**src/rtl/tsse_pkg.sv**
```systemverilog
// Shared types, constants and register codes for the touch slider scroll encoder.
// No dependencies; every other file in rtl/ imports this package.
package tsse_pkg;

    localparam int PAD_BITS       = 4;
    localparam int PAD_COUNT      = 4;
    localparam int POS_W          = 2;
    localparam int TIME_W         = 32;
    localparam int LIMIT_W        = 16;
    localparam int SCAN_CNT_W     = 4;
    localparam int TICKS_W        = 4;
    localparam int TICK_CNT_W     = 5;
    localparam int MAX_RESULTS    = 30;
    localparam int MIN_TICKS      = 1;
    localparam int MAX_TICKS      = 10;
    localparam int CMD_FIFO_DEPTH = 4;

    localparam int CFG_INDEX_W = 3;
    localparam int CFG_DATA_W  = 16;

    // Register indexes on the configuration port
    localparam logic [CFG_INDEX_W-1:0] REG_STABLE_SCANS      = 3'd0;
    localparam logic [CFG_INDEX_W-1:0] REG_SPEED_LIMIT_ONE   = 3'd1;
    localparam logic [CFG_INDEX_W-1:0] REG_SPEED_LIMIT_TWO   = 3'd2;
    localparam logic [CFG_INDEX_W-1:0] REG_SPEED_LIMIT_THREE = 3'd3;
    localparam logic [CFG_INDEX_W-1:0] REG_SPEED_LIMIT_FOUR  = 3'd4;
    localparam logic [CFG_INDEX_W-1:0] REG_SPEED_LIMIT_FIVE  = 3'd5;
    localparam logic [CFG_INDEX_W-1:0] REG_FIRST_MOVE_TICKS  = 3'd6;

    // Register reset values
    localparam logic [SCAN_CNT_W-1:0] RST_STABLE_SCANS      = 4'd1;
    localparam logic [LIMIT_W-1:0]    RST_SPEED_LIMIT_ONE   = 16'd35;
    localparam logic [LIMIT_W-1:0]    RST_SPEED_LIMIT_TWO   = 16'd60;
    localparam logic [LIMIT_W-1:0]    RST_SPEED_LIMIT_THREE = 16'd90;
    localparam logic [LIMIT_W-1:0]    RST_SPEED_LIMIT_FOUR  = 16'd130;
    localparam logic [LIMIT_W-1:0]    RST_SPEED_LIMIT_FIVE  = 16'd200;
    localparam logic [TICKS_W-1:0]    RST_FIRST_MOVE_TICKS  = 4'd2;

    // Ticks per step for each speed band, fastest first
    localparam logic [TICKS_W-1:0] TICKS_BAND_ONE   = 4'd10;
    localparam logic [TICKS_W-1:0] TICKS_BAND_TWO   = 4'd8;
    localparam logic [TICKS_W-1:0] TICKS_BAND_THREE = 4'd6;
    localparam logic [TICKS_W-1:0] TICKS_BAND_FOUR  = 4'd4;
    localparam logic [TICKS_W-1:0] TICKS_BAND_FIVE  = 4'd2;
    localparam logic [TICKS_W-1:0] TICKS_BAND_SLOW  = 4'd1;

    typedef struct packed {
        logic [PAD_BITS-1:0] pad_touched;
        logic [TIME_W-1:0]   timestamp_ms;
    } in_item_t;

    typedef struct packed {
        logic scroll_up;
        logic last_tick;
    } out_item_t;

    typedef struct packed {
        logic [SCAN_CNT_W-1:0] stable_scans;
        logic [LIMIT_W-1:0]    speed_limit_one;
        logic [LIMIT_W-1:0]    speed_limit_two;
        logic [LIMIT_W-1:0]    speed_limit_three;
        logic [LIMIT_W-1:0]    speed_limit_four;
        logic [LIMIT_W-1:0]    speed_limit_five;
        logic [TICKS_W-1:0]    first_move_ticks;
    } cfg_t;

    // One burst of ticks in one direction, handed from front to back end
    typedef struct packed {
        logic                  up;
        logic [TICK_CNT_W-1:0] count;
    } cmd_t;

endpackage

```
**src/rtl/touch_slider_scroll_encoder.sv**
```systemverilog
// Touch slider scroll encoder: scans in, wheel ticks out.
// The first tick of a scan reaches the result ports through the command queue
// and the output register, then one tick per cycle while pop is held.
// Throughput: one scan per cycle while the command queue has room; a scan that
// moves the position gives the tick expander a burst of up to 30 ticks.
// Reset clears tracking state and queues and restores register defaults.
module touch_slider_scroll_encoder #(
    parameter int CMD_DEPTH = tsse_pkg::CMD_FIFO_DEPTH
) (
    input  logic                                 clk,
    input  logic                                 rst_n,
    input  logic                                 cfg_write,
    input  logic [tsse_pkg::CFG_INDEX_W-1:0]     cfg_index,
    input  logic [tsse_pkg::CFG_DATA_W-1:0]      cfg_data,
    input  logic                                 push,
    output logic                                 full,
    input  tsse_pkg::in_item_t                   scan,
    output logic                                 empty,
    input  logic                                 pop,
    output tsse_pkg::out_item_t                  tick
);
    import tsse_pkg::*;

    cfg_t cfg_reg;
    logic take;
    logic cmd_push;
    cmd_t cmd_in;
    logic cmd_valid;
    cmd_t cmd_head;
    logic cmd_pop;

    assign take = push && !full;

    always_ff @(posedge clk or negedge rst_n)
    begin
        if (!rst_n) begin
            cfg_reg.stable_scans      <= RST_STABLE_SCANS;
            cfg_reg.speed_limit_one   <= RST_SPEED_LIMIT_ONE;
            cfg_reg.speed_limit_two   <= RST_SPEED_LIMIT_TWO;
            cfg_reg.speed_limit_three <= RST_SPEED_LIMIT_THREE;
            cfg_reg.speed_limit_four  <= RST_SPEED_LIMIT_FOUR;
            cfg_reg.speed_limit_five  <= RST_SPEED_LIMIT_FIVE;
            cfg_reg.first_move_ticks  <= RST_FIRST_MOVE_TICKS;
        end else if (cfg_write) begin
            unique case (cfg_index)
                REG_STABLE_SCANS:      cfg_reg.stable_scans      <= cfg_data[SCAN_CNT_W-1:0];
                REG_SPEED_LIMIT_ONE:   cfg_reg.speed_limit_one   <= cfg_data[LIMIT_W-1:0];
                REG_SPEED_LIMIT_TWO:   cfg_reg.speed_limit_two   <= cfg_data[LIMIT_W-1:0];
                REG_SPEED_LIMIT_THREE: cfg_reg.speed_limit_three <= cfg_data[LIMIT_W-1:0];
                REG_SPEED_LIMIT_FOUR:  cfg_reg.speed_limit_four  <= cfg_data[LIMIT_W-1:0];
                REG_SPEED_LIMIT_FIVE:  cfg_reg.speed_limit_five  <= cfg_data[LIMIT_W-1:0];
                REG_FIRST_MOVE_TICKS:  cfg_reg.first_move_ticks  <= cfg_data[TICKS_W-1:0];
                default: ;
            endcase
        end
    end

    tsse_front u_front (
        .clk      (clk),
        .rst_n    (rst_n),
        .cfg      (cfg_reg),
        .take     (take),
        .scan     (scan),
        .cmd_push (cmd_push),
        .cmd      (cmd_in)
    );

    tsse_cmd_fifo #(
        .DEPTH (CMD_DEPTH)
    ) u_cmd_fifo (
        .clk   (clk),
        .rst_n (rst_n),
        .push  (cmd_push),
        .wdata (cmd_in),
        .full  (full),
        .pop   (cmd_pop),
        .valid (cmd_valid),
        .rdata (cmd_head)
    );

    tsse_back u_back (
        .clk       (clk),
        .rst_n     (rst_n),
        .cmd_valid (cmd_valid),
        .cmd       (cmd_head),
        .cmd_pop   (cmd_pop),
        .empty     (empty),
        .pop       (pop),
        .tick      (tick)
    );

endmodule

```
**src/rtl/tsse_front.sv**
```systemverilog
// Front end: position decode, debounce, swipe tracking and tick burst sizing.
// Depends on tsse_pkg; writes one cmd_t per position change into the command queue.
module tsse_front (
    input  logic              clk,
    input  logic              rst_n,
    input  tsse_pkg::cfg_t    cfg,
    input  logic              take,
    input  tsse_pkg::in_item_t scan,
    output logic              cmd_push,
    output tsse_pkg::cmd_t    cmd
);
    import tsse_pkg::*;

    typedef struct packed {
        logic             valid;
        logic [POS_W-1:0] pos;
    } pos_t;

    function automatic pos_t find_position(input logic [PAD_BITS-1:0] pads);
        logic [2:0]       count;
        logic [3:0]       sum;
        logic [3:0]       rnd;
        logic [POS_W-1:0] p;
        pos_t             r;
        count = '0;
        sum   = '0;
        p     = '0;
        for (int i = 0; i < PAD_BITS; i++) begin
            if (pads[i] && (i < PAD_COUNT)) begin
                count = count + 3'd1;
                sum   = sum + 4'(i);
            end
        end
        case (count)
            3'd1: p = POS_W'(sum);
            3'd2: begin
                rnd = sum + 4'd1;
                p   = POS_W'(rnd >> 1);
            end
            3'd3: begin
                // rounded sum / 3 over the few sums that can occur
                rnd = sum + 4'd1;
                p   = (rnd >= 4'd6) ? POS_W'(2) : ((rnd >= 4'd3) ? POS_W'(1) : POS_W'(0));
            end
            3'd4: begin
                rnd = sum + 4'd2;
                p   = POS_W'(rnd >> 2);
            end
            default: p = '0;
        endcase
        if (int'(p) >= PAD_COUNT) begin
            p = POS_W'(PAD_COUNT - 1);
        end
        r.valid = (count != 3'd0);
        r.pos   = p;
        return r;
    endfunction

    function automatic logic in_band(input logic [TIME_W-1:0] el, input logic [LIMIT_W-1:0] lim);
        return (el[TIME_W-1:LIMIT_W] == '0) && (el[LIMIT_W-1:0] <= lim);
    endfunction

    logic                  held_valid_reg, held_valid_next;
    logic [POS_W-1:0]      held_pos_reg, held_pos_next;
    logic                  cand_valid_reg, cand_valid_next;
    logic [POS_W-1:0]      cand_pos_reg, cand_pos_next;
    logic [SCAN_CNT_W-1:0] cand_rep_reg, cand_rep_next;
    logic [TIME_W-1:0]     base_time_reg, base_time_next;
    logic                  base_valid_reg, base_valid_next;

    pos_t                  found;
    logic                  same;
    logic [SCAN_CNT_W-1:0] rep_a;
    logic                  settled;
    logic [TIME_W-1:0]     elapsed;
    logic [TICKS_W-1:0]    speed;
    logic [TICKS_W-1:0]    ticks;
    logic [POS_W-1:0]      steps;
    logic                  up;
    logic [TICK_CNT_W:0]   total;

    always_comb
    begin
        found = find_position(scan.pad_touched);
        same  = (found.valid == cand_valid_reg) && (!found.valid || found.pos == cand_pos_reg);

        cand_valid_next = cand_valid_reg;
        cand_pos_next   = cand_pos_reg;
        if (!same) begin
            cand_valid_next = found.valid;
            cand_pos_next   = found.valid ? found.pos : '0;
            rep_a           = SCAN_CNT_W'(1);
        end else if (cand_rep_reg != '1) begin
            rep_a = cand_rep_reg + SCAN_CNT_W'(1);
        end else begin
            rep_a = cand_rep_reg;
        end
        settled = (rep_a >= cfg.stable_scans);

        // speed band from time since the last move
        elapsed = scan.timestamp_ms - base_time_reg;
        if (in_band(elapsed, cfg.speed_limit_one)) begin
            speed = TICKS_BAND_ONE;
        end else if (in_band(elapsed, cfg.speed_limit_two)) begin
            speed = TICKS_BAND_TWO;
        end else if (in_band(elapsed, cfg.speed_limit_three)) begin
            speed = TICKS_BAND_THREE;
        end else if (in_band(elapsed, cfg.speed_limit_four)) begin
            speed = TICKS_BAND_FOUR;
        end else if (in_band(elapsed, cfg.speed_limit_five)) begin
            speed = TICKS_BAND_FIVE;
        end else begin
            speed = TICKS_BAND_SLOW;
        end
        ticks = base_valid_reg ? speed : cfg.first_move_ticks;
        if (ticks < TICKS_W'(MIN_TICKS)) begin
            ticks = TICKS_W'(MIN_TICKS);
        end else if (ticks > TICKS_W'(MAX_TICKS)) begin
            ticks = TICKS_W'(MAX_TICKS);
        end

        up    = (cand_pos_next < held_pos_reg);
        steps = up ? (held_pos_reg - cand_pos_next) : (cand_pos_next - held_pos_reg);
        total = (TICK_CNT_W + 1)'(steps) * (TICK_CNT_W + 1)'(ticks);
        if (total > (TICK_CNT_W + 1)'(MAX_RESULTS)) begin
            total = (TICK_CNT_W + 1)'(MAX_RESULTS);
        end

        held_valid_next = held_valid_reg;
        held_pos_next   = held_pos_reg;
        base_time_next  = base_time_reg;
        base_valid_next = base_valid_reg;
        cand_rep_next   = settled ? cfg.stable_scans : rep_a;
        cmd_push        = 1'b0;

        if (settled) begin
            if (!cand_valid_next) begin
                // finger lifted: end the swipe
                held_valid_next = 1'b0;
                base_valid_next = 1'b0;
            end else if (!held_valid_reg) begin
                held_valid_next = 1'b1;
                held_pos_next   = cand_pos_next;
                base_time_next  = scan.timestamp_ms;
                base_valid_next = 1'b0;
            end else if (cand_pos_next != held_pos_reg) begin
                held_pos_next   = cand_pos_next;
                base_time_next  = scan.timestamp_ms;
                base_valid_next = 1'b1;
                cmd_push        = take;
            end
        end

        cmd.up    = up;
        cmd.count = total[TICK_CNT_W-1:0];
    end

    always_ff @(posedge clk or negedge rst_n)
    begin
        if (!rst_n) begin
            held_valid_reg <= 1'b0;
            held_pos_reg   <= '0;
            cand_valid_reg <= 1'b0;
            cand_pos_reg   <= '0;
            cand_rep_reg   <= '0;
            base_time_reg  <= '0;
            base_valid_reg <= 1'b0;
        end else if (take) begin
            held_valid_reg <= held_valid_next;
            held_pos_reg   <= held_pos_next;
            cand_valid_reg <= cand_valid_next;
            cand_pos_reg   <= cand_pos_next;
            cand_rep_reg   <= cand_rep_next;
            base_time_reg  <= base_time_next;
            base_valid_reg <= base_valid_next;
        end
    end

endmodule

```
**src/rtl/tsse_cmd_fifo.sv**
```systemverilog
// Short register queue of tick bursts between front and back end.
// Depends on tsse_pkg for cmd_t.
module tsse_cmd_fifo #(
    parameter int DEPTH = tsse_pkg::CMD_FIFO_DEPTH
) (
    input  logic           clk,
    input  logic           rst_n,
    input  logic           push,
    input  tsse_pkg::cmd_t wdata,
    output logic           full,
    input  logic           pop,
    output logic           valid,
    output tsse_pkg::cmd_t rdata
);
    import tsse_pkg::*;

    localparam int PTR_W = (DEPTH > 1) ? $clog2(DEPTH) : 1;
    localparam int CNT_W = $clog2(DEPTH + 1);

    cmd_t             slots_reg [DEPTH];
    logic [PTR_W-1:0] wr_ptr_reg, wr_ptr_next;
    logic [PTR_W-1:0] rd_ptr_reg, rd_ptr_next;
    logic [CNT_W-1:0] count_reg, count_next;
    logic             do_push;
    logic             do_pop;

    assign full    = (count_reg == CNT_W'(DEPTH));
    assign valid   = (count_reg != '0);
    assign rdata   = slots_reg[rd_ptr_reg];
    assign do_push = push && !full;
    assign do_pop  = pop && valid;

    always_comb
    begin
        wr_ptr_next = wr_ptr_reg;
        rd_ptr_next = rd_ptr_reg;
        count_next  = count_reg;
        if (do_push) begin
            wr_ptr_next = (wr_ptr_reg == PTR_W'(DEPTH - 1)) ? '0 : wr_ptr_reg + PTR_W'(1);
        end
        if (do_pop) begin
            rd_ptr_next = (rd_ptr_reg == PTR_W'(DEPTH - 1)) ? '0 : rd_ptr_reg + PTR_W'(1);
        end
        if (do_push && !do_pop) begin
            count_next = count_reg + CNT_W'(1);
        end else if (do_pop && !do_push) begin
            count_next = count_reg - CNT_W'(1);
        end
    end

    always_ff @(posedge clk or negedge rst_n)
    begin
        if (!rst_n) begin
            wr_ptr_reg <= '0;
            rd_ptr_reg <= '0;
            count_reg  <= '0;
        end else begin
            wr_ptr_reg <= wr_ptr_next;
            rd_ptr_reg <= rd_ptr_next;
            count_reg  <= count_next;
        end
    end

    always_ff @(posedge clk)
    begin
        if (do_push) begin
            slots_reg[wr_ptr_reg] <= wdata;
        end
    end

endmodule

```
**src/rtl/tsse_back.sv**
```systemverilog
// Back end: expands each tick burst into wheel ticks, one per cycle unless pop stalls.
// Depends on tsse_pkg; drains tsse_cmd_fifo into a one-entry output register.
module tsse_back (
    input  logic                 clk,
    input  logic                 rst_n,
    input  logic                 cmd_valid,
    input  tsse_pkg::cmd_t       cmd,
    output logic                 cmd_pop,
    output logic                 empty,
    input  logic                 pop,
    output tsse_pkg::out_item_t  tick
);
    import tsse_pkg::*;

    logic                  out_valid_reg, out_valid_next;
    out_item_t             out_reg;
    logic [TICK_CNT_W-1:0] sent_reg, sent_next;
    logic                  emit;
    logic                  last;

    assign empty = !out_valid_reg;
    assign tick  = out_reg;

    always_comb
    begin
        // advance when the output slot is free or being drained this cycle
        emit           = cmd_valid && (!out_valid_reg || pop);
        last           = ((sent_reg + TICK_CNT_W'(1)) == cmd.count);
        cmd_pop        = emit && last;
        sent_next      = sent_reg;
        out_valid_next = out_valid_reg;
        if (emit) begin
            sent_next      = last ? '0 : sent_reg + TICK_CNT_W'(1);
            out_valid_next = 1'b1;
        end else if (pop) begin
            out_valid_next = 1'b0;
        end
    end

    always_ff @(posedge clk or negedge rst_n)
    begin
        if (!rst_n) begin
            out_valid_reg <= 1'b0;
            sent_reg      <= '0;
        end else begin
            out_valid_reg <= out_valid_next;
            sent_reg      <= sent_next;
        end
    end

    always_ff @(posedge clk)
    begin
        if (emit) begin
            out_reg.scroll_up <= cmd.up;
            out_reg.last_tick <= last;
        end
    end

endmodule

```
**config.mk**
```make
export PLATFORM = sky130hd
export DESIGN_NAME = touch_slider_scroll_encoder
export DESIGN_NICKNAME = d
export VERILOG_FILES = /design/src/rtl/tsse_pkg.sv /design/src/rtl/touch_slider_scroll_encoder.sv /design/src/rtl/tsse_front.sv /design/src/rtl/tsse_cmd_fifo.sv /design/src/rtl/tsse_back.sv
export SDC_FILE = /design/constraint.sdc
export NUM_CORES = 1
export LEC_CHECK = 0
export ABC_AREA = 1
export BUFFER_PORTS_ARGS = -buffer_cell sky130_fd_sc_hd__buf_4
export CORE_MARGIN = 8
export CORE_UTILIZATION = 40
export CTS_CLUSTER_DIAMETER = 120
export DETAILED_ROUTE_END_ITERATION = 8
export PLACE_DENSITY_LB_ADDON = 0.05
export SYNTH_ARGS = -nofsm -noshare
export SYNTH_HDL_FRONTEND = slang
export SYNTH_SLANG_ARGS = --single-unit
```
**constraint.sdc**
```tcl
create_clock -name clk -period 8.75 [get_ports clk]
set_clock_uncertainty 0.15 [all_clocks]
set_input_delay 0 -clock clk [delete_from_list [all_inputs] [get_ports clk]]
set_output_delay 0 -clock clk [all_outputs]
set_load 0.02 [all_outputs]
```
== Word level (Yosys, flattened, before mapping) ==
Memory sizes are Yosys's and may differ from the RTL's.
Cells that the tools add are included.

* Register bits: 146
* Bits in latches: 0
* RAM bits: 24
* Bits in read-only memories: 0
* Input bits: 60
* Output and inout port bits: 4
* Word-level logic and storage cells: 154
* Memories kept: 1

* Add/sub/neg operators: 16
* Multiply operators: 1
* Div/mod/pow operators: 0
* $lt $le $gt $ge: 12
* Equality and inequality tests: 20
* Shifts and indexed selects: 0
* Mux-type cells: 47
* Bitwise gates (word level): 0
* Reduce and logical (&&, ||, !) cells: 36

{| class="wikitable"
|+ Memories
! memory !! words !! width !! read ports !! clocked after memory_dff !! write ports !! RTL line !! source
|-
| u_cmd_fifo.slots_reg || 4 || 6 || 1 || 0 || 1 || tsse_cmd_fifo.sv:20 || <nowiki>cmd_t slots_reg [DEPTH];</nowiki>
|}

{| class="wikitable"
|+ Operator list
! operator !! number
|-
| less-or-equal comparator 16 bit || 5
|-
| 2-to-1 mux 32 bit || 2
|-
| 2-to-1 mux 4 bit || 12
|-
| subtractor 32 bit || 1
|-
| 2-to-1 mux 2 bit || 9
|-
| zero test 16 bit || 1
|-
| 2-to-1 mux 1 bit || 16
|-
| AND reduction 2 bit || 8
|-
| equality test 3 bit, second input constant || 5
|-
| 2-to-1 mux 3 bit || 5
|-
| logical AND 1 bit || 13
|-
| adder 3 x 1 -> 3 bit, second input constant || 4
|-
| adder 4 x 2 -> 4 bit, second input constant || 3
|-
| equality test 3 x 2 -> 1 bit, second input constant || 4
|-
| 2-to-1 mux 5 bit || 2
|-
| adder 4 x 1 -> 4 bit, second input constant || 2
|-
| case mux 2 bit (4 select lines) || 1
|-
| equality test 3 x 1 -> 1 bit, second input constant || 2
|-
| greater-than comparator 6 x 5 -> 1 bit, second input constant || 1
|-
| multiplier 2 x 4 -> 6 bit || 1
|-
| nonzero test 3 bit || 2
|-
| adder 5 x 1 -> 5 bit, second input constant || 1
|-
| equality test 5 bit || 1
|-
| zero test 1 bit || 5
|-
| other kinds (21) || 26
|}

== Logic depth before layout (Yosys ltp) ==
* Word-level depth: 24
* Depth in mapped cells: 40
* Depth with buffers taken out: 40

== Hierarchy ==
Synthesis repeated with hierarchy kept, for this count alone.

* Cell total of the unflattened synthesis: 1887
* Area total of the unflattened synthesis: 13045.0 um^2

{| class="wikitable"
|+ By module, submodules not included
! module !! instances !! cells an instance !! area each (um^2) !! sequential area each (um^2)
|-
| tsse_front || 1 || 1287 || 7614.8 || 1076.0
|-
| touch_slider_scroll_encoder || 1 || 395 || 3488.3 || 2224.6
|-
| tsse_cmd_fifo || 1 || 130 || 1438.9 || 895.9
|-
| tsse_back || 1 || 75 || 503.0 || 210.2
|}

== Worst setup path before layout ==
OpenSTA, ideal clock, no wires.

* Path kind: input -> register
* Start: input port scan[32] (netlist bit)
* End: memory u_cmd_fifo.slots_reg[0][0] (netlist bit) (data pin)
* Library setup time: 0.263 ns
* Arrival: 4.113 ns
* Data required time: 8.337 ns
* Path slack: 4.224 ns
* Stages: 37
* Buffers on the path: 0
* Cells stage by stage: inv_1 ha_1 inv_1 nand2_1 nand2_1 inv_1 ha_1 or2_1 o21ai_2 inv_2 nand2_1 nor2_1 nand2_1 nand2_1 nor2_1 a21oi_1 o2111ai_1 nand2_2 inv_2 nand2_1 o21ai_2 ha_1 inv_1 fa_1 inv_1 nand2_1 o21a_1 inv_1 nor2_1 ha_1 fa_1 xor2_1 inv_1 nor2_1 inv_1 nor2_1 nor3_2

{| class="wikitable"
|+ RTL lines
! element !! RTL line !! source
|-
| start: declaration || touch_slider_scroll_encoder.sv:17 || <nowiki>input tsse_pkg::in_item_t scan,</nowiki>
|-
| end: declaration || tsse_cmd_fifo.sv:20 ||
|}

==> impl_results.md <==
* Cell count after placement at 2163
* Synth top area cells: dfrtp_1, nand2_1, ha_1
* CP max FO at 5
* Vias at 10581
* Register bit total from synthesis at 170
* Clock Tree Buf Depth at 2
* WP data arrival at 5.68 ns
* Non-Filler Instances at 2252
* VDD IR max at 0.169 mV
* Slew Viols, Final at 0
* Top_reg_cell synth: dfrtp_1
* Initial antenna violation count at 0
* Number of flip-flops in the largest register at 88
* Synth warn at 0
* Antenna-violating nets left at 0
* Fin crit share at 0.635
* CP max stage cell: nor4_1
* Die area at 37100 um2
* ANT cells at 0
* Die width at 193 um
* Final core utilization at 0.475
* HPWL Detailed at 24.7 mm
* PortBufs at 63
* Iter 0 DRT Violations at 547
* Number of flops mapped to enable cells by yosys at 26
* Core box area at 30700 um2
* Root Driver: clkbuf_16
* Leakage at 0.00768 uW
* Critical path endpoint category: flip-flop
* Vias in the first global route at 10462
* Fraction of layout cells with a size suffix above 1 at 0.105
* Yosys cell types at 53
* Worst Path Class, Setup: flip-flop to flip-flop
* Max-cap violations at 0
* Synth area leader: dfrtp_1
* Net count reported at finish at 2045
* # rows at 64
* CTS tree: yes
* First-pass GRT wire length at 53.0 mm
* Mapped Area at 12500 um2
* Starting Density at 0.407
* CTS buffer count at 17
* Deepest level of the CTS H-tree at 4
* Clk sinks at 170
* Syn Area/Cell at 7.24 um2
* Slew @ Worst Pin at 1.10 ns
* RePlAce Congestion at 0.851
* Mean number of vias per cell at 4.70
* Syn Inst Count at 1722
* Hold crit path type: input pin to asynchronous set/reset pin
* Remaining DRCs at 0
* Largest net degree at the start of global routing at 84
* Slew HR at 0.267
* Syn nets at 1924
* CP startpoint kind: flip-flop
* Synth top area share at 0.253
* Worst-Skew Late Latency at 0.45 ns
* CP most frequent cell: nand2_1
* Async set-or-reset flop fraction in the synthesized netlist at 0.847
* CP required at 8.87 ns
* Gr usage total at 0.180
* Die Height at 193 um
* Setup TNS at 0 ns
* Final min period at 5.56 ns
* Setup violators final at 0
* WHS at 0.0475 ns
* Average wire per standard cell at 14.0 um
* P per Cell Area at 360 nW/um2
* RSZ-0062 raised after global routing: false
* Power Total at 5240 uW
* P&R area growth vs syn at 16.7%
* Clock Pin Slew Worst Setup and Hold Paths at 0.08 ns
* Initial DRT Pass Iterations at 7
* FMAX at 180 MHz
* Io pins at 64
* Status: finished, final reports clean
* GRT Residual Overflow at 0
* Resized cells post-CTS at 0
* Post-synthesis sequential area ratio at 0.353
* Post-Route WL at 31.4 mm
* Crit-path max cell delay at 0.54 ns
* Hold Vio Cnt, Final at 0
## cells in the final DEF (no fill, tap or decap), types with 3 or more instances in the layout
cell type      instances
o22ai_1                6
o221ai_1               3
nand2_1              509
nand2_2               22
nand3_2                8
o21ai_2                3
o21ai_1                3
inv_1                330
nand4_1               15
o21bai_1               3
fa_1                   4
nand3_1               41
clkbuf_16             18
xnor2_1                3
o21ai_0              166
nor2_1               106
dfstp_2               18
inv_6                  5
buf_4                 68
and2_1                 7
nor3_2                 5
edfxtp_1              26
dfrtp_1              126
inv_2                 15
nor3_1                10
a21oi_1               62
xor2_1                26
dlygate4sd3_1         57
a31oi_1                3
nor4_1                 4
nor2_2                 7
ha_1                 138
## timing repair
item / 4_1_cts / 5_1_grt
hold buffers: 57 / 0
setup endpoints to repair: 0 / 0
buffers inserted: 0 / 0
endpoints found under the hold margin: 215 / 0
## kinds of logic after synthesis
kind of cell               after synthesis  synth area share
buffers and inverters                  370             0.112
adders and majority gates              142             0.145
and+or+nand+nor                        744             0.251
AOI/OAI and AO/OA                      263             0.114
DFF                                    170             0.353
muxes                                    1          0.000903
xor gates and xnor gates                32            0.0243
## critical path, delay by kind of cell, from the launching register on
family | cells | cell delay (ns)
xor gates and xnor gates | 1 | 0.51
adders and majority gates | 5 | 1.46
AOI/OAI and AO/OA | 1 | 0.42
and+or+nand+nor | 19 | 2.28
DFF | 1 | 0.38
buffers and inverters | 2 | 0.19
## report_power, final
group | internal [uW] | switching (uW)
combinational | 1170 | 2100
sequential | 1080 | 119
clock | 419 | 355
## layout make-up
type / instances / area, um2
timing repair buffer: 126 / 1090
multi-input combinational: 1182 / 6680
sequential: 170 / 4410
inverter: 346 / 1300
tap: 396 / 495
clock buffer: 19 / 458
fill: 3128 / 16100
clock inverter: 13 / 129
## synthesized netlist by cell type, drive strengths merged, types with 3 or more instances
master  instances
and2            7
ha            138
o22ai           6
nor4            4
inv           345
nor3           15
a21oi          65
a31oi           3
xnor2           4
fa              4
nand2         532
o21bai          3
dfrtp         126
clkbuf         21
o21ai         172
nand3          49
edfxtp         26
xor2           28
nand4          15
o221ai          3
o211ai          4
or2             3
nor2          116
dfstp          18
buf             3
## stage by stage
step | instance area, um2 | worst slack, ns
4_1_cts | 14600 | 3.15
3_3_place_gp | 13400 | 3.29
6_report | 14600 | 3.19
3_5_place_dp | 13400 | 3.24
5_1_grt | 14600 | 2.70
2_1_floorplan | 12500 | 4.22
## routing by layer
layer  up-vias  wire length (um)  GRT usage
li1       5636                 -          -
met1      4780             15700      0.248
met2       144             14300      0.291
met3        21              1080     0.0287
met4         0               359     0.0432
met5         -                 0          0
## final timing paths
kind                                          start                          to  slack [ns]  cells after the start
setup / recovery           u_front.base_time_reg[0]  u_cmd_fifo.slots_reg[1][0]        3.19                     28
hold / removal                                rst_n                  cfg_reg[8]        0.05                      2
setup reg to reg           u_front.base_time_reg[0]  u_cmd_fifo.slots_reg[1][0]        3.19                     28
hold reg to reg                         cfg_reg[46]                 cfg_reg[46]        0.34                      2
max in group asynchronous                     rst_n   u_front.base_time_reg[23]        7.03                      3
min in group clk                           scan[35]      u_front.cand_valid_reg        0.07                      7
Note: power is estimated with default switching activity, not from simulation.
